==> src/hw/rtl/fsslm_pkg.sv <==
// shared types and constants for the flex sensor servo level mapper
// no dependencies; used by fsslm_div, flex_sensor_servo_level_mapper, its checker and testbench
package fsslm_pkg;

   localparam int REG_W     = 12;  // width of calibration and threshold registers
   localparam int ANGLE_W   = 8;
   localparam int LAMP_W    = 2;
   localparam int CSR_IDX_W = 3;
   localparam int PROD_W    = 20;  // 12-bit difference times 180

   localparam logic [ANGLE_W-1:0] ANGLE_FULL = 8'd180;

   // register indexes
   localparam logic [CSR_IDX_W-1:0] CSR_CAL_STRAIGHT   = 3'd0;
   localparam logic [CSR_IDX_W-1:0] CSR_CAL_BENT       = 3'd1;
   localparam logic [CSR_IDX_W-1:0] CSR_THRESHOLD_HIGH = 3'd2;
   localparam logic [CSR_IDX_W-1:0] CSR_THRESHOLD_MID  = 3'd3;

   // register reset values
   localparam logic [REG_W-1:0] CAL_STRAIGHT_RST   = 12'd3054;
   localparam logic [REG_W-1:0] CAL_BENT_RST       = 12'd2766;
   localparam logic [REG_W-1:0] THRESHOLD_HIGH_RST = 12'd2910;
   localparam logic [REG_W-1:0] THRESHOLD_MID_RST  = 12'd2795;

   // lamp codes
   localparam logic [LAMP_W-1:0] LAMP_RED    = 2'd0;
   localparam logic [LAMP_W-1:0] LAMP_YELLOW = 2'd1;
   localparam logic [LAMP_W-1:0] LAMP_GREEN  = 2'd2;

   typedef enum logic [2:0] {
      ST_ACC,
      ST_AVG_DIV,
      ST_MAP_MUL,
      ST_MAP_START,
      ST_MAP_DIV,
      ST_EMIT
   } state_type;

   typedef struct packed {
      logic busy;
      logic done;
   } div_status_type;

endpackage

==> src/hw/rtl/fsslm_div.sv <==
// serial restoring divider, one quotient bit per cycle
// depends on fsslm_pkg for the status struct
module fsslm_div #(
   parameter int DIVIDEND_W = 20,
   parameter int DIVISOR_W  = 12
) (
   input  logic                       clock,
   input  logic                       reset,
   input  logic                       start,
   input  logic [DIVIDEND_W-1:0]      dividend,
   input  logic [DIVISOR_W-1:0]       divisor,
   output logic [DIVIDEND_W-1:0]      quotient,
   output fsslm_pkg::div_status_type  status
);

   localparam int CNT_W = $clog2(DIVIDEND_W + 1);

   logic [DIVIDEND_W-1:0] dq_ff, dq_in;
   logic [DIVISOR_W-1:0]  rem_ff, rem_in;
   logic [DIVISOR_W-1:0]  dvs_ff, dvs_in;
   logic [CNT_W-1:0]      cnt_ff, cnt_in;
   logic                  done_ff, done_in;

   logic [DIVISOR_W:0]    trial;
   logic [DIVISOR_W:0]    diff;
   logic                  ge;

   always_comb begin
      trial   = {rem_ff, dq_ff[DIVIDEND_W-1]};
      ge      = (trial >= {1'b0, dvs_ff});
      diff    = trial - {1'b0, dvs_ff};
      dq_in   = dq_ff;
      rem_in  = rem_ff;
      dvs_in  = dvs_ff;
      cnt_in  = cnt_ff;
      done_in = 1'b0;
      if (start) begin
         dq_in  = dividend;
         rem_in = '0;
         dvs_in = divisor;
         cnt_in = CNT_W'(DIVIDEND_W);
      end else if (cnt_ff != '0) begin
         // shift in the next dividend bit, subtract when it fits
         rem_in  = ge ? diff[DIVISOR_W-1:0] : trial[DIVISOR_W-1:0];
         dq_in   = {dq_ff[DIVIDEND_W-2:0], ge};
         cnt_in  = cnt_ff - 1'b1;
         done_in = (cnt_ff == CNT_W'(1));
      end
   end

   always_ff @(posedge clock) begin
      if (reset) begin
         cnt_ff  <= '0;
         done_ff <= 1'b0;
      end else begin
         cnt_ff  <= cnt_in;
         done_ff <= done_in;
      end
   end

   always_ff @(posedge clock) begin
      dq_ff  <= dq_in;
      rem_ff <= rem_in;
      dvs_ff <= dvs_in;
   end

   assign quotient    = dq_ff;
   assign status.busy = (cnt_ff != '0);
   assign status.done = done_ff;

endmodule

==> src/hw/rtl/flex_sensor_servo_level_mapper.sv <==
// top level of the flex sensor servo level mapper: sample accumulation,
// sequencer around one shared serial divider, output register
// depends on fsslm_pkg and fsslm_div
//
// Sums raw ADC samples and, after every SAMPLES_PER_READING samples, emits one
// beat with the truncated mean, a bend angle of 0..180 mapped linearly between
// cal_straight (angle 0) and cal_bent (angle 180) after clamping to that
// range, the servo position 180 - angle, a flag set on the first beat or when
// the angle changed, and a red/yellow/green lamp code from the two thresholds
// on the unclamped mean. Equal calibration points give angle 0. Samples are
// taken one per cycle while accumulating; after the sample that completes a
// reading, req_tready stays low while the shared divider, which yields one
// quotient bit per cycle, runs twice: once for the mean, once for the angle
// map. With equal calibration points the second divide is skipped. A result
// still waiting on rsp_tready when the next reading is ready keeps req_tready
// low until the output register frees up; accumulation itself is never held
// by the result side. Register writes are always taken; index values above
// three are ignored.
module flex_sensor_servo_level_mapper #(
   parameter int SAMPLES_PER_READING = 20,
   parameter int ADC_BITS            = 12
) (
   input  logic        clock,
   input  logic        reset,
   // sample stream
   input  logic        req_tvalid,
   output logic        req_tready,
   input  logic [15:0] req_tdata,   // [11:0] sample
   // result stream
   output logic        rsp_tvalid,
   input  logic        rsp_tready,
   output logic [31:0] rsp_tdata,   // [11:0] average, [19:12] angle,
                                    // [27:20] servo_position, [28] servo_update,
                                    // [30:29] lamp_code
   // register writes
   input  logic        csr_valid,
   output logic        csr_ready,
   input  logic [2:0]  csr_index,
   input  logic [11:0] csr_data
);

   localparam int REG_W  = fsslm_pkg::REG_W;
   localparam int ANG_W  = fsslm_pkg::ANGLE_W;
   localparam int PROD_W = fsslm_pkg::PROD_W;
   // samples are masked to ADC_BITS within the 12-bit field
   localparam int MASK_W = (ADC_BITS < REG_W) ? ADC_BITS : REG_W;
   localparam logic [REG_W-1:0] SMP_MASK =
      (ADC_BITS >= REG_W) ? {REG_W{1'b1}} : REG_W'((1 << ADC_BITS) - 1);
   localparam int SUM_W  = MASK_W + $clog2(SAMPLES_PER_READING);
   localparam int CNT_W  = (SAMPLES_PER_READING > 1) ? $clog2(SAMPLES_PER_READING) : 1;
   localparam int DIV_W  = (SUM_W > PROD_W) ? SUM_W : PROD_W;

   // configuration registers
   logic [REG_W-1:0] cal_straight_ff, cal_straight_in;
   logic [REG_W-1:0] cal_bent_ff, cal_bent_in;
   logic [REG_W-1:0] thr_high_ff, thr_high_in;
   logic [REG_W-1:0] thr_mid_ff, thr_mid_in;

   // sequencer and accumulation state
   fsslm_pkg::state_type state_ff, state_in;
   logic [SUM_W-1:0]  sum_ff, sum_in;
   logic [CNT_W-1:0]  count_ff, count_in;
   logic [ANG_W-1:0]  prev_angle_ff, prev_angle_in;
   logic              angle_seen_ff, angle_seen_in;

   // working registers
   logic [REG_W-1:0]  avg_ff, avg_in;
   logic [PROD_W-1:0] prod_ff, prod_in;
   logic [REG_W-1:0]  den_ff, den_in;
   logic [ANG_W-1:0]  angle_ff, angle_in;

   // output register
   logic              rsp_valid_ff, rsp_valid_in;
   logic [31:0]       rsp_data_ff, rsp_data_in;

   // shared divider
   logic                      div_start;
   logic [DIV_W-1:0]          div_dividend;
   logic [REG_W-1:0]          div_divisor;
   logic [DIV_W-1:0]          div_quotient;
   fsslm_pkg::div_status_type div_stat;

   logic [REG_W-1:0]  smp;
   logic [SUM_W-1:0]  sum_plus;
   logic              req_beat;
   logic              last_sample;
   logic              ascending;
   logic [REG_W-1:0]  lo, hi, x_clamp, diff;
   logic              update;
   logic [1:0]        lamp;
   logic [ANG_W-1:0]  servo_pos;

   fsslm_div #(
      .DIVIDEND_W (DIV_W),
      .DIVISOR_W  (REG_W)
   ) u_div (
      .clock    (clock),
      .reset    (reset),
      .start    (div_start),
      .dividend (div_dividend),
      .divisor  (div_divisor),
      .quotient (div_quotient),
      .status   (div_stat)
   );

   assign csr_ready = 1'b1;

   // register write decode
   always_comb begin
      cal_straight_in = cal_straight_ff;
      cal_bent_in     = cal_bent_ff;
      thr_high_in     = thr_high_ff;
      thr_mid_in      = thr_mid_ff;
      if (csr_valid) begin
         unique case (csr_index)
            fsslm_pkg::CSR_CAL_STRAIGHT:   cal_straight_in = csr_data;
            fsslm_pkg::CSR_CAL_BENT:       cal_bent_in     = csr_data;
            fsslm_pkg::CSR_THRESHOLD_HIGH: thr_high_in     = csr_data;
            fsslm_pkg::CSR_THRESHOLD_MID:  thr_mid_in      = csr_data;
            default: ;  // unmapped index, write dropped
         endcase
      end
   end

   // sample path
   assign smp         = req_tdata[11:0] & SMP_MASK;
   assign sum_plus    = sum_ff + SUM_W'(smp);
   assign req_tready  = (state_ff == fsslm_pkg::ST_ACC);
   assign req_beat    = req_tvalid && req_tready;
   assign last_sample = (count_ff == CNT_W'(SAMPLES_PER_READING - 1));

   // clamp and map setup, taken from the stored mean
   always_comb begin
      ascending = (cal_straight_ff <= cal_bent_ff);
      lo        = ascending ? cal_straight_ff : cal_bent_ff;
      hi        = ascending ? cal_bent_ff : cal_straight_ff;
      if (avg_ff < lo)
         x_clamp = lo;
      else if (avg_ff > hi)
         x_clamp = hi;
      else
         x_clamp = avg_ff;
      // magnitudes: both signs flip together when the points are reversed
      diff = ascending ? (x_clamp - cal_straight_ff) : (cal_straight_ff - x_clamp);
   end

   // result fields
   always_comb begin
      update    = !angle_seen_ff || (angle_ff != prev_angle_ff);
      servo_pos = fsslm_pkg::ANGLE_FULL - angle_ff;
      if (avg_ff >= thr_high_ff)
         lamp = fsslm_pkg::LAMP_GREEN;
      else if (avg_ff >= thr_mid_ff)
         lamp = fsslm_pkg::LAMP_YELLOW;
      else
         lamp = fsslm_pkg::LAMP_RED;
   end

   // sequencer
   always_comb begin
      state_in      = state_ff;
      sum_in        = sum_ff;
      count_in      = count_ff;
      prev_angle_in = prev_angle_ff;
      angle_seen_in = angle_seen_ff;
      avg_in        = avg_ff;
      prod_in       = prod_ff;
      den_in        = den_ff;
      angle_in      = angle_ff;
      rsp_valid_in  = rsp_valid_ff && !rsp_tready;
      rsp_data_in   = rsp_data_ff;
      div_start     = 1'b0;
      div_dividend  = DIV_W'(sum_plus);
      div_divisor   = REG_W'(SAMPLES_PER_READING);

      unique case (state_ff)
         fsslm_pkg::ST_ACC: begin
            if (req_beat) begin
               if (last_sample) begin
                  // block complete: mean = sum / samples on the divider
                  sum_in    = '0;
                  count_in  = '0;
                  div_start = 1'b1;
                  state_in  = fsslm_pkg::ST_AVG_DIV;
               end else begin
                  sum_in   = sum_plus;
                  count_in = count_ff + 1'b1;
               end
            end
         end
         fsslm_pkg::ST_AVG_DIV: begin
            if (div_stat.done) begin
               avg_in   = div_quotient[REG_W-1:0];
               state_in = fsslm_pkg::ST_MAP_MUL;
            end
         end
         fsslm_pkg::ST_MAP_MUL: begin
            prod_in  = PROD_W'(diff) * PROD_W'(fsslm_pkg::ANGLE_FULL);
            den_in   = ascending ? (cal_bent_ff - cal_straight_ff)
                                 : (cal_straight_ff - cal_bent_ff);
            state_in = fsslm_pkg::ST_MAP_START;
         end
         fsslm_pkg::ST_MAP_START: begin
            if (den_ff == '0) begin
               // equal calibration points
               angle_in = '0;
               state_in = fsslm_pkg::ST_EMIT;
            end else begin
               div_start    = 1'b1;
               div_dividend = DIV_W'(prod_ff);
               div_divisor  = den_ff;
               state_in     = fsslm_pkg::ST_MAP_DIV;
            end
         end
         fsslm_pkg::ST_MAP_DIV: begin
            if (div_stat.done) begin
               angle_in = div_quotient[ANG_W-1:0];
               state_in = fsslm_pkg::ST_EMIT;
            end
         end
         fsslm_pkg::ST_EMIT: begin
            // load the output register once it is free or being drained
            if (!rsp_valid_ff || rsp_tready) begin
               rsp_valid_in = 1'b1;
               rsp_data_in  = {1'b0, lamp, update, servo_pos, angle_ff, avg_ff};
               if (update) begin
                  prev_angle_in = angle_ff;
                  angle_seen_in = 1'b1;
               end
               state_in = fsslm_pkg::ST_ACC;
            end
         end
         default: state_in = fsslm_pkg::ST_ACC;
      endcase
   end

   always_ff @(posedge clock) begin
      if (reset) begin
         cal_straight_ff <= fsslm_pkg::CAL_STRAIGHT_RST;
         cal_bent_ff     <= fsslm_pkg::CAL_BENT_RST;
         thr_high_ff     <= fsslm_pkg::THRESHOLD_HIGH_RST;
         thr_mid_ff      <= fsslm_pkg::THRESHOLD_MID_RST;
         state_ff        <= fsslm_pkg::ST_ACC;
         sum_ff          <= '0;
         count_ff        <= '0;
         prev_angle_ff   <= '0;
         angle_seen_ff   <= 1'b0;
         rsp_valid_ff    <= 1'b0;
      end else begin
         cal_straight_ff <= cal_straight_in;
         cal_bent_ff     <= cal_bent_in;
         thr_high_ff     <= thr_high_in;
         thr_mid_ff      <= thr_mid_in;
         state_ff        <= state_in;
         sum_ff          <= sum_in;
         count_ff        <= count_in;
         prev_angle_ff   <= prev_angle_in;
         angle_seen_ff   <= angle_seen_in;
         rsp_valid_ff    <= rsp_valid_in;
      end
   end

   always_ff @(posedge clock) begin
      avg_ff      <= avg_in;
      prod_ff     <= prod_in;
      den_ff      <= den_in;
      angle_ff    <= angle_in;
      rsp_data_ff <= rsp_data_in;
   end

   assign rsp_tvalid = rsp_valid_ff;
   assign rsp_tdata  = rsp_data_ff;

   // the divider only runs while the sequencer waits on it
   assert property (@(posedge clock) disable iff (reset)
      div_stat.busy |-> (state_ff == fsslm_pkg::ST_AVG_DIV ||
                         state_ff == fsslm_pkg::ST_MAP_DIV))
      else $error("divider busy outside a divide state");

   // a waiting result is never overwritten by the next one
   assert property (@(posedge clock) disable iff (reset)
      (state_ff == fsslm_pkg::ST_EMIT && rsp_valid_ff && !rsp_tready)
      |=> (state_ff == fsslm_pkg::ST_EMIT))
      else $error("result emitted while output register still full");

   // angle and servo position always add up to full scale
   assert property (@(posedge clock) disable iff (reset)
      rsp_valid_ff |-> (rsp_data_ff[19:12] <= fsslm_pkg::ANGLE_FULL &&
                        rsp_data_ff[19:12] + rsp_data_ff[27:20] ==
                        fsslm_pkg::ANGLE_FULL))
      else $error("angle out of range or servo position mismatch");

   // the last emitted angle is kept as the change reference
   assert property (@(posedge clock) disable iff (reset)
      (state_ff == fsslm_pkg::ST_EMIT && (!rsp_valid_ff || rsp_tready))
      |=> (angle_seen_ff && prev_angle_ff == rsp_data_ff[19:12]))
      else $error("change reference not updated on emit");

endmodule

==> config.mk <==
export PLATFORM = sky130hd
export DESIGN_NAME = flex_sensor_servo_level_mapper
export DESIGN_NICKNAME = d
export VERILOG_FILES = /design/src/hw/rtl/fsslm_pkg.sv /design/src/hw/rtl/fsslm_div.sv /design/src/hw/rtl/flex_sensor_servo_level_mapper.sv
export SDC_FILE = /design/constraint.sdc
export NUM_CORES = 1
export LEC_CHECK = 0
export BUFFER_PORTS_ARGS = -buffer_cell sky130_fd_sc_hd__buf_2
export CORE_AREA = 2 2 146 254
export DETAILED_ROUTE_END_ITERATION = 12
export DIE_AREA = 0 0 148 256
export PLACE_DENSITY = 0.6
export SLEW_MARGIN = 20
export SYNTH_ARGS = -nofsm -noshare
export SYNTH_HDL_FRONTEND = slang
export SYNTH_HIERARCHICAL = 1
export SYNTH_SLANG_ARGS = --single-unit
==> constraint.sdc <==
create_clock -name clock -period 12.2 [get_ports clock]
set_input_delay 2.44 -clock clock [delete_from_list [all_inputs] [get_ports clock]]
set_output_delay 2.44 -clock clock [all_outputs]
set_load 0.01 [all_outputs]
Yosys cells after proc, flatten, opt, wreduce, memory -nomap -nowiden
Index checks and enable logic that the tools add are counted.
{"block": "totals", "in_bits": 36, "elab_cells": 115, "out_inout_bits": 35, "reg_bits": 214}
{"block": "op_classes", "reduce_logical": 26, "n_mux": 32, "n_addsub": 9, "mul": 1, "n_lt_le_gt_ge": 6, "eq_ne": 17, "bitwise": 2}
{"operator": "$mux W12", "count": 7}
{"operator": "$mux W20", "count": 4}
{"operator": "$sub A12 B12 Y12", "count": 5}
{"operator": "$ge A12 B12 Y1", "count": 2}
{"operator": "$mul A12 B6 Y18 const B", "count": 1}
{"operator": "$pmux W3 S6", "count": 1}
{"operator": "$add A17 B12 Y17", "count": 1}
{"operator": "$mux W17", "count": 1}
{"operator": "$mux W8", "count": 2}
{"operator": "$pmux W8 S2", "count": 1}
{"operator": "$mux W3", "count": 5}
{"operator": "$mux W5", "count": 3}
{"operator": "$reduce_and A2 Y1", "count": 7}
{"operator": "$ge A13 B12 Y1", "count": 1}
{"operator": "$eq A3 B2 Y1 const B", "count": 4}
{"operator": "$gt A12 B12 Y1", "count": 1}
{"operator": "$le A12 B12 Y1", "count": 1}
{"operator": "$logic_not A12 Y1", "count": 1}
{"operator": "$lt A12 B12 Y1", "count": 1}
{"operator": "$ne A2 B1 Y1 const B", "count": 4}
{"operator": "$ne A8 B8 Y1", "count": 1}
{"operator": "$sub A8 B8 Y8 const A", "count": 1}
{"operator": "$mux W1", "count": 7}
{"operator": "$eq A3 B1 Y1 const B", "count": 2}
{"operator": "other kinds (18)", "count": 29}

Depth between registers and ports, before layout
Gate-level depths: netlist (run 1).
{"block": "logic_depth", "ltp_word": 8, "ltp_mapped": 47, "depth_no_buf": 44}

Modules after synthesis
Netlist (run 1), hierarchy kept.
{"module": "flex_sensor_servo_level_mapper", "instances": 1, "seq_area_each_um2": 4063.9, "area_per_inst_um2": 11403.4, "cells_each": 1254}
{"module": "fsslm_div", "instances": 1, "seq_area_each_um2": 1321.3, "area_per_inst_um2": 2733.9, "cells_each": 240}

Least setup slack after synthesis (run 1)
No wires, ideal clock.
{"block": "synth_path", "kind": "register to register", "start": "register cal_straight_ff[1]", "end": "register prod_ff[19], data pin", "path_stages_with_launch": 42, "setup_time_ns": 0.258, "t_required_ns": 11.942, "arrival_ns": 9.072, "path_buffers": 4, "setup_slack_ns": 2.870, "period_less_slack_ns": 9.330, "cell_sequence": "dfxtp_1 inv_1 fa_1 nand3b_1 a211o_1 o2111ai_2 nand2_2 buf_4 buf_2 buf_2 a21oi_1 ha_1 a2111oi_0 o21ai_1 o21ai_0 o21ai_0 or3b_2 o21bai_4 [6 not listed] o21ai_1 o31ai_1 xnor2_1 ha_1 inv_1 fa_1 fa_1 inv_1 ha_1 a21oi_1 o21ai_0 a21oi_1 o21a_1 o21ai_0 o41ai_1 o21bai_1 a21oi_1 xnor2_1"}
{"block": "synth_via", "elab_chain_len": 8, "elab_cells_between_ends": 11, "classes_between": "2 x add/sub; 1 x mul; 3 x order compare; 5 x mux"}
{"item": "start: declaration", "line_no": "flex_sensor_servo_level_mapper.sv:54", "rtl": "logic [REG_W-1:0] cal_straight_ff, cal_straight_in;"}
{"item": "start signal: assignment", "line_no": "flex_sensor_servo_level_mapper.sv:239", "rtl": "cal_straight_ff <= fsslm_pkg::CAL_STRAIGHT_RST;"}
{"item": "start signal: assignment", "line_no": "flex_sensor_servo_level_mapper.sv:250", "rtl": "cal_straight_ff <= cal_straight_in;"}
{"item": "$le A12 B12 Y1", "line_no": "flex_sensor_servo_level_mapper.sv:134", "rtl": "ascending = (cal_straight_ff <= cal_bent_ff);"}
{"item": "$mux W12", "line_no": "flex_sensor_servo_level_mapper.sv:136", "rtl": "hi = ascending ? cal_bent_ff : cal_straight_ff;"}
{"item": "$gt A12 B12 Y1", "line_no": "flex_sensor_servo_level_mapper.sv:139", "rtl": "else if (avg_ff > hi)"}
{"item": "$mux W12", "line_no": "flex_sensor_servo_level_mapper.sv:139"}
{"item": "$mux W12", "line_no": "flex_sensor_servo_level_mapper.sv:137", "rtl": "if (avg_ff < lo)"}
{"item": "$sub A12 B12 Y12", "line_no": "flex_sensor_servo_level_mapper.sv:144", "rtl": "diff = ascending ? (x_clamp - cal_straight_ff) : (cal_straight_ff - x_clamp);"}
{"item": "$mux W12 *", "line_no": "flex_sensor_servo_level_mapper.sv:144"}
{"item": "$mul A12 B6 Y18 *", "line_no": "flex_sensor_servo_level_mapper.sv:198", "rtl": "prod_in = PROD_W'(diff) * PROD_W'(fsslm_pkg::ANGLE_FULL);"}
{"item": "end signal: assignment", "line_no": "flex_sensor_servo_level_mapper.sv:265", "rtl": "prod_ff <= prod_in;"}
{"item": "end: declaration", "line_no": "flex_sensor_servo_level_mapper.sv:68", "rtl": "logic [PROD_W-1:0] prod_ff, prod_in;"}
Every way passes the cells marked *; elsewhere a longest branch is shown, timed or not.
A chain may end at the register's enable or synchronous reset.

Final worst setup path (run 1)
{"block": "layout_path", "start": "register cal_straight_ff[0]", "end": "register prod_ff[19], data pin"}
The elaborated chain is that of the path after synthesis.

==> results.md, run 1 <==
- Nets@finish: 1746
- Gate Count Post-Synth: 1494
- Core Area: 0.0359 sq mm
- WHS Path Cells: 2
- Cell mode on critical path: ha_1
- Final instance area: 0.0156 sq mm
- Root Driver: clkbuf_16
- Crit. End Element: flop
- Layout cells sized above 1: 11.3%
- Setup bufs post-CTS: 0
- Yosys warns: 6
- Hold Startpoint: thr_mid_ff[4]
- Mapped Nets: 1703
- Commonest cells after routing, fill and taps aside: ha_1, nand2_1, inv_1
- Fin Setup TNS: 0 ps
- FFs w/ async S/R, synth: 0%
- Post-route ant nets: 0
- Initial antenna violation count: 1
- Layout Skew: 38.4 ps
- RSZ-0062 raised after global routing: false
- Max stage delay on crit path: 560 ps
- Drt via density: 5.31
- CTS buffer count: 21
- Largest net degree at the start of global routing: 58
- Starting Density: 39.4%
- Grt total ovfl: 0
- DRC viols: 0
- Final min period: 10660 ps
- CTS tree: yes
- Max_cap viols: 0
- Reg-to-Reg Start: cal_straight_ff[0]
- Synth Cell Area: 0.0141 sq mm
- WL/cell: 17.4 um
- Avg Inst Size Synth: 9.46 sq um
- Post-synth EDFFs: 112
- Initial DRC Count: 584
- Longest Clk Path Bufs: 3
- Critical Path Source: cal_straight_ff[0]
- Fmax: 0.0939 GHz
- Diode count: 0
- CTS clk-pin slew, worst paths: 70 ps
- Critical path fanouts, max: 25
- Worst-Skew Late Latency: 530 ps
- Final hold vios: 0
- Critical path type: flop to flop
- Top-Level Pins: 71
- First-pass GRT wire length: 54900 um
- Count of different cell masters after synthesis: 85
- Slew of the pin with the lowest slew margin: 1020 ps
- Area grow syn2layout: 10.4%
- Detail Placement HPWL: 27500 um
- Fin. max-slew vios: 0
- H-tree depth: 1
- Setup crit start kind: flop
- Setup-failing EPs final: 0
- Period utilization: 87.3%
- Vias: 10738
- Drt first pass iters: 5
- Crit path DAT: 10920 ps
- Drt total wl: 35100 um
- Most common cell after layout, fill and taps aside: ha_1
- Hold EP: thr_mid_ff[4]
- GRT Overall Usage: 18.3%
- PortBufs: 64
- GPL Wtd Cong: 0.906
- Delay-heaviest family, CP: compound AO/OA/AOI/OAI gates
- Die height: 256 um
- Crit-path slowest cell: fa_1
- WP data required: 12460 ps
- Status: complete, no violations
- Worst slew margin: 31.6%
- PostCTS Resize Cnt: 0
- DP Area: 0.0149 sq mm
- Vias in the first global route: 10450
- Post-synthesis sequential area ratio: 38.1%
- Register bit total from synthesis: 213
- PwrDens: 324 mW/mm^2
- Hold bufs inserted after CTS: 0
- R2R depth: 40
- Die width: 148 um
- Top FF cell, synth: edfxtp_1
- Leakage Power: 0.00665 uW
- FF-to-FF setup slack: 1540 ps
- Die area: 0.0379 sq mm
- CTS sink cnt: 213
- Worst Hold Class: flop to flop
- Reg2Reg Capture Point: prod_ff[19]
- CP bufs+invs: 4
- # rows: 92
- Maximum VDD drop: 532 uV
[worst max-delay path by stage]
stage                        endpoint  slack, ps  cells after the start
final                     prod_ff[19]       1540                     40
after global routing      prod_ff[19]        840                     40
after CTS                 prod_ff[19]       1620                     40
after detailed placement  prod_ff[19]       1690                     40
after global placement    prod_ff[19]       1780                     40
after floorplan           prod_ff[19]       2870                     41
[flip-flops by register name, indices dropped and copies added, names as in the netlist, 8 cells and up]
signal           flops
thr_mid_ff          12
thr_high_ff         12
prev_angle_ff        8
cal_bent_ff         12
sum_ff              17
cal_straight_ff     12
u_div/quotient      20
u_div/rem_ff        12
rsp_tdata           30
prod_ff             18
u_div/dvs_ff        12
den_ff              12
angle_ff             8
avg_ff              12
[Yosys cell counts (all sizes together) (3+ instances only)]
| library cell | n | area, sq um |
|---|---|---|
| ha | 156 | 1950 |
| nand2 | 156 | 593 |
| inv | 139 | 522 |
| nor2 | 121 | 459 |
| edfxtp | 112 | 3360 |
| a21oi | 109 | 557 |
| dfxtp | 101 | 2020 |
| o21ai | 72 | 379 |
| xnor2 | 52 | 455 |
| mux2i | 42 | 424 |
| o211ai | 35 | 263 |
| clkbuf | 34 | 128 |
| mux2 | 32 | 360 |
| and2 | 27 | 169 |
| xor2 | 27 | 236 |
| a21o | 26 | 195 |
| nor3 | 22 | 125 |
| buf | 20 | 118 |
| nand3 | 19 | 95.1 |
| fa | 17 | 340 |
| nor2b | 17 | 114 |
| o21a | 17 | 128 |
| and3 | 11 | 68.8 |
| nand4 | 11 | 83.8 |
| nand2b | 10 | 62.6 |
| a211oi | 9 | 82.6 |
| a22oi | 9 | 67.6 |
| nor4 | 8 | 65.1 |
| o21bai | 8 | 71.3 |
| a31oi | 7 | 43.8 |
| nand3b | 7 | 52.6 |
| a211o | 6 | 52.6 |
| o31ai | 6 | 68.8 |
| a21boi | 4 | 30.0 |
| nor3b | 4 | 30.0 |
| a2111oi | 3 | 27.5 |
| a221o | 3 | 30.0 |
| or2 | 3 | 18.8 |
[per-layer routing]
metal	share of wire [%]	vias to the layer above	routed length, um	global-route usage, %
met3	3.1	101	1090	1.62
li1	-	5312	-	-
met4	5.3	2	1870	9.05
met5	0.037	-	13	0
met1	37	5104	12900	19.1
met2	55	219	19300	35.6
[logic make-up (layout without fill, tap and decap cells)]
group                    Yosys count  count (layout)  share of synthesized area (%)
AND/OR/NAND/NOR                  425             425                           14.2
XOR/XNOR                          79              79                           4.89
other                              2               2                         0.0531
multiplexers                      74              74                           5.55
flip-flops                       213             213                           38.1
buffers and inverters            193             251                           5.43
adder cells (fa/ha/maj)          173             173                           16.2
AO/OA/AOI/OAI                    335             335                           15.5
[power breakdown]
group	total, uW	internal (uW)	switching [uW]	leakage (uW)
clock network	681	394	287	0.000355
logic	3250	1450	1800	0.00445
registers	1130	1060	72.3	0.00185
total	5060	2900	2160	0.00665
[stage by stage]
stage	hold WS [ps]	setup slack (ps)	cells	power, uW	util [%]
after global placement	444	1780	1984	4370	41.5
after detailed placement	447	1690	1984	4440	41.5
after floorplan	422	2870	1494	3750	-
final	455	1540	2022	5060	43.5
after global routing	481	841	2022	5600	43.5
after CTS	456	1620	2022	5130	43.5
[worst min-delay path, delay by kind of cell (launching register included)]
| kind | cells | cell delay [ps] |
|---|---|---|
| compound gates | 1 | 50 |
| flops | 1 | 310 |
| simple gates | 1 | 50 |
[layout make-up]
class	count	area (sq um)
fill	3501	20300
multi-input combinational	1088	8000
sequential	213	5390
clock buffer	27	603
tap	470	588
inverter	139	522
timing repair buffer	74	395
clock inverter	11	113
Power figures use the tool's default switching activity.
==> run 2, diff against run 1 <==
CORE_AREA = 2 2 144 251   (was 2 2 146 254)
DIE_AREA = 0 0 146 253   (was 0 0 148 256)
PLACE_DENSITY = 0.61   (was 0.6)
SYNTH_HIERARCHICAL = not set   (was 1)
==> run 2 against run 1 <==
Flip-flop and latch count stayed put. Clock skew is 26 ps lower. Clock-buffer cell count is the same. Fmax fell by 1.5%.
==> results.md, run 2 <==
- Post-route ant nets: 0
- Status: complete, no violations
- Largest net degree at the start of global routing: 65
- Fin Setup TNS: 0 ps
- WP data required: 12470 ps
- Crit. End Element: flop
- Final hold vios: 0
- Hold Startpoint: thr_mid_ff[8]
- Synth Cell Area: 0.0138 sq mm
- Most frequent cell after synthesis: ha_1
- Top FF cell, synth: edfxtp_1
- Diode count: 0
- Starting Density: 39.4%
- Most common cell after layout, fill and taps aside: ha_1
- Fin. max-slew vios: 0
- Critical path type: flop to flop
- Slew of the pin with the lowest slew margin: 962 ps
- CTS sink cnt: 213
- Largest register FFs: 30
- GPL Wtd Cong: 0.936
- WL/cell: 17.3 um
- Critical path fanouts, max: 64
- CTS tree: yes
- RSZ-0062 raised after global routing: false
- Mapped Nets: 1679
- Setup-failing EPs final: 0
- Yosys top cell area share: 24.4%
- # rows: 91
- Placed cells: 1953
- Crit-path slowest cell: or4b_1
- CTS buffer count: 21
- PostCTS Resize Cnt: 0
- Max stage delay on crit path: 650 ps
- Drt via density: 5.34
- Worst-Skew Late Latency: 520 ps
- CTS clk-pin slew, worst paths: 70 ps
- Hold EP: thr_mid_ff[8]
- Die height: 253 um
- Yosys warns: 0
- Fmax: 0.0924 GHz
- Detail Placement HPWL: 26600 um
- Worst Hold Class: flop to flop
- WHS Path Cells: 2
- Crit path DAT: 11090 ps
- Top cells by area, synth: edfxtp_1, dfxtp_1, ha_1, a21oi_1, inv_1
- R2R depth: 41
- Reg2Reg Capture Point: prod_ff[19]
- Drt first pass iters: 5
- FFs w/ async S/R, synth: 0%
- Die area: 0.0369 sq mm
- Longest Clk Path Bufs: 3
- GRT Overall Usage: 18.7%
- Layout Skew: 12.7 ps
- Drt total wl: 34500 um
- Core Area: 0.0351 sq mm
- Die width: 146 um
- Layout Utilization: 43.4%
- Worst slew margin: 35.7%
- Post-synthesis sequential area ratio: 39.0%
- Setup crit start kind: flop
- Max_cap viols: 0
- Vias in the first global route: 10744
- Hold bufs inserted after CTS: 0
- Root Driver: clkbuf_16
- Reg-to-Reg Start: cal_straight_ff[5]
- Gate Count Post-Synth: 1469
- Avg Inst Size Synth: 9.40 sq um
- Area grow syn2layout: 10.3%
- Layout cells sized above 1: 9.11%
- Setup bufs post-CTS: 0
- Post-route insts no fill: 1991
- Cell type with the largest total area after synthesis: edfxtp_1
- Initial antenna violation count: 0
- Count of different cell masters after synthesis: 76
- Top-Level Pins: 71
- Final min period: 10820 ps
- PortBufs: 64
- FF-to-FF setup slack: 1380 ps
- Nets@finish: 1721
- Register bit total from synthesis: 213
- Post-synth EDFFs: 112
- Commonest cells post-synth: ha_1, inv_1, nand2_1
- Initial DRC Count: 460
- Vias: 10641
- Period utilization: 88.7%
- DRC viols: 0
- Grt total ovfl: 0
- H-tree depth: 1
- Commonest cells after routing, fill and taps aside: ha_1, inv_1, nand2_1
- First-pass GRT wire length: 55200 um
## run 2: changes by cell type after synthesis, moves of 5 or more
cell | previous run | this run
nor3_1 | 19 | 28
a21oi_1 | 108 | 114
mux2_2 | 32 | 7
xor2_1 | 27 | 32
nand2_1 | 153 | 129
a22oi_1 | 9 | 21
o21ai_1 | 9 | 2
xnor2_1 | 52 | 41
o21ai_0 | 60 | 74
o21a_1 | 17 | 8
nand4_1 | 10 | 16
a211oi_1 | 6 | 12
## run 2: cell type report
cell class                 count  area [sq um]
clock buffer                  27           558
fill                        3486         19800
tap                          465           582
multi-input combinational   1059          7690
inverter                     142           533
sequential                   213          5390
clock inverter                11          93.8
timing repair buffer          74           395
## run 2: per-stage QoR
step           worst slack [ps]  instance area, sq um  hold WS [ps]
2_1_floorplan              2350                 13800           424
3_3_place_gp               1520                 14600           445
3_5_place_dp               1470                 14600           447
4_1_cts                    1420                 15200           460
5_1_grt                     630                 15200           480
6_report                   1380                 15200           456
## run 2: how the worst max path moves through the flow
stage / startpoint / end / slack (ps) / cells after the start
2_1_floorplan: cal_straight_ff[9] / prod_ff[19] / 2350 / 45
3_3_place_gp: cal_straight_ff[5] / prod_ff[19] / 1520 / 41
3_5_place_dp: cal_straight_ff[0] / prod_ff[19] / 1470 / 43
4_1_cts: cal_straight_ff[0] / prod_ff[19] / 1420 / 43
5_1_grt: cal_straight_ff[0] / prod_ff[19] / 630 / 43
6_report: cal_straight_ff[5] / prod_ff[19] / 1380 / 41
## run 2: cell families after synthesis
logic type / Yosys count / share of synthesized area [%]
multiplexers: 44 / 3.25
adder cells (fa/ha/maj): 174 / 16.8
AND/OR/NAND/NOR: 415 / 14.5
other: 2 / 0.0544
flip-flops: 213 / 39.0
AO/OA/AOI/OAI: 349 / 16.0
buffers and inverters: 197 / 5.55
XOR/XNOR: 75 / 4.87
## run 2: critical path, delay by kind of cell, from the launching register on
family / cells / cell delay [ps]
mux: 2 / 640
simple gates: 9 / 2400
fa+ha+maj: 7 / 2570
flops: 1 / 410
compound gates: 18 / 3870
buf+inv: 4 / 570
xor+xnor: 1 / 80
## run 2: metal layers
| layer | GRT usage (%) | up-vias | share of wire, % |
|---|---|---|---|
| met5 | 0 | - | 0 |
| li1 | - | 5256 | - |
| met1 | 18.8 | 5074 | 36 |
| met2 | 36.8 | 218 | 54 |
| met3 | 1.73 | 93 | 3.0 |
| met4 | 11.3 | 0 | 6.5 |
Power of run 2 is left out: the tool's default activity adds up to more than one toggle a clock period on the data nets, which glitch-free logic cannot reach.
==> run 3, diff against run 2 <==
CORE_AREA = 2 2 136 237   (was 2 2 144 251)
DIE_AREA = 0 0 138 239   (was 0 0 146 253)
PLACE_DENSITY = 0.68   (was 0.61)
clock period = 8.7 ns   (was 12.2 ns; I/O delays follow)
==> run 3 against run 2 <==
The flow now finishes with violations (negative setup slack). Critical path depth grew 3. Register-to-register slack worse by 1700 ps. First-iteration DRC count is 63% higher. Design area is 17% higher. Wire length increased by 12%. Non-clock buffer count grew 228. Clock skew increased by 6.4 ps. Setup slack got worse by 1700 ps. Critical endpoint unchanged.
==> results.md, run 3 (synthesized netlist as in run 2, its figures left out) <==
- Cell mode on critical path: ha_4
- Top-Level Pins: 71
- Setup-failing EPs final: 6
- Fin worst setup slack: -345 ps
- # rows: 86
- Final hold vios: 0
- WL/cell: 18.0 um
- DP Area: 0.0160 sq mm
- Final instance area: 0.0178 sq mm
- Commonest cells after routing, fill and taps aside: buf_4, ha_1, inv_1
- Most common cell after layout, fill and taps aside: buf_4
- Layout cells sized above 1: 28.5%
- Detail Placement HPWL: 28700 um
- Setup crit start kind: flop
- PortBufs: 64
- Post-route ant nets: 0
- Worst slew margin: 40.9%
- Failing checks: negative setup slack
- Crit-path slowest cell: or4b_4
- Worst-Skew Late Latency: 520 ps
- Hold bufs inserted after CTS: 0
- Drt total wl: 38600 um
- CTS clk-pin slew, worst paths: 70 ps
- WP data required: 8960 ps
- Fin. max-slew vios: 0
- Root Driver: clkbuf_16
- Core Area: 0.0312 sq mm
- Critical path fanouts, max: 6
- Drt via density: 5.42
- Vias: 11646
- Fmax: 0.111 GHz
- Die height: 239 um
- GRT Overall Usage: 23.1%
- Initial DRC Count: 750
- Status: complete, but fails checks
- Crit path DAT: 9310 ps
- CTS buffer count: 20
- Die area: 0.0330 sq mm
- Drt first pass iters: 5
- H-tree depth: 1
- First-pass GRT wire length: 61200 um
- Die width: 138 um
- Largest register FFs: 30
- Critical path type: flop to flop
- Vias in the first global route: 12073
- Slew of the pin with the lowest slew margin: 886 ps
- Final min period: 9050 ps
- Worst Hold Class: flop to flop
- GPL Wtd Cong: 0.916
- Nets@finish: 1949
- Period utilization: 104%
- Diode count: 0
- Starting Density: 44.3%
- Initial antenna violation count: 0
- Max_cap viols: 0
- Grt total ovfl: 0
- Crit. End Element: flop
- Longest Clk Path Bufs: 3
- Max stage delay on crit path: 600 ps
- Largest net degree at the start of global routing: 50
- Fillers: 2631
- CTS sink cnt: 213
- RSZ-0062 raised after global routing: true
- DRC viols: 0
- Area grow syn2layout: 28.7%
- Layout Skew: 19.1 ps
- CTS tree: yes
run 3: what timing repair did:
action / 4_1_cts / 5_1_grt
resized for setup: 88 / 55
setup endpoints to repair: 8 / 8
cloned: 1 / 0
buffers inserted: 44 / 12
pin swaps: 63 / 23
run 3: worst max-delay path: cells and delay by family, from the launching register on:
| kind | cells | cell delay (ps) |
|---|---|---|
| mux | 2 | 540 |
| xor+xnor | 1 | 90 |
| flops | 1 | 390 |
| compound gates | 19 | 3470 |
| fa+ha+maj | 7 | 2010 |
| buf+inv | 7 | 760 |
| simple gates | 8 | 1500 |
run 3: cell type report:
type                       count  area [sq um]  area share (%)
clock buffer                  22           529            2.98
sequential                   213          5400            30.4
timing repair buffer         302          2180            12.3
inverter                     142           533            3.00
multi-input combinational   1060          8490            47.8
tap                          396           495            2.79
clock inverter                14           144           0.810
run 3: per-layer routing:
metal | part of all wire (%) | vias to the layer above | GRT usage [%]
li1 | - | 5718 | -
met1 | 36 | 5550 | 22.9
met2 | 54 | 258 | 45.3
met3 | 2.9 | 120 | 2.14
met4 | 6.8 | 0 | 14.7
met5 | 0 | - | 0
run 3: worst paths after layout:
check / to / slack [ps] / depth (start not counted) / startpoint
max: prod_ff[19] / -350 / 44 / cal_straight_ff[10]
max reg2reg: prod_ff[19] / -350 / 44 / cal_straight_ff[10]
min: thr_mid_ff[10] / 460 / 2 / thr_mid_ff[10]
min reg2reg: thr_mid_ff[10] / 460 / 2 / thr_mid_ff[10]
run 3: stage by stage:
step                      setup slack [ps]  hold WS [ps]  TNS [ps]  util, %  cells
after detailed placement              -736           453     -3720     51.2   2058
final                                 -345           460      -750     57.0   2149
after CTS                             -100           463      -111     55.8   2139
after global placement                -623           445     -2880     51.2   2058
after floorplan                      -96.8           424     -96.8        -   1469
after global routing                  -642           484     -2850     57.0   2149
Power of run 3 is left out for the same reason.
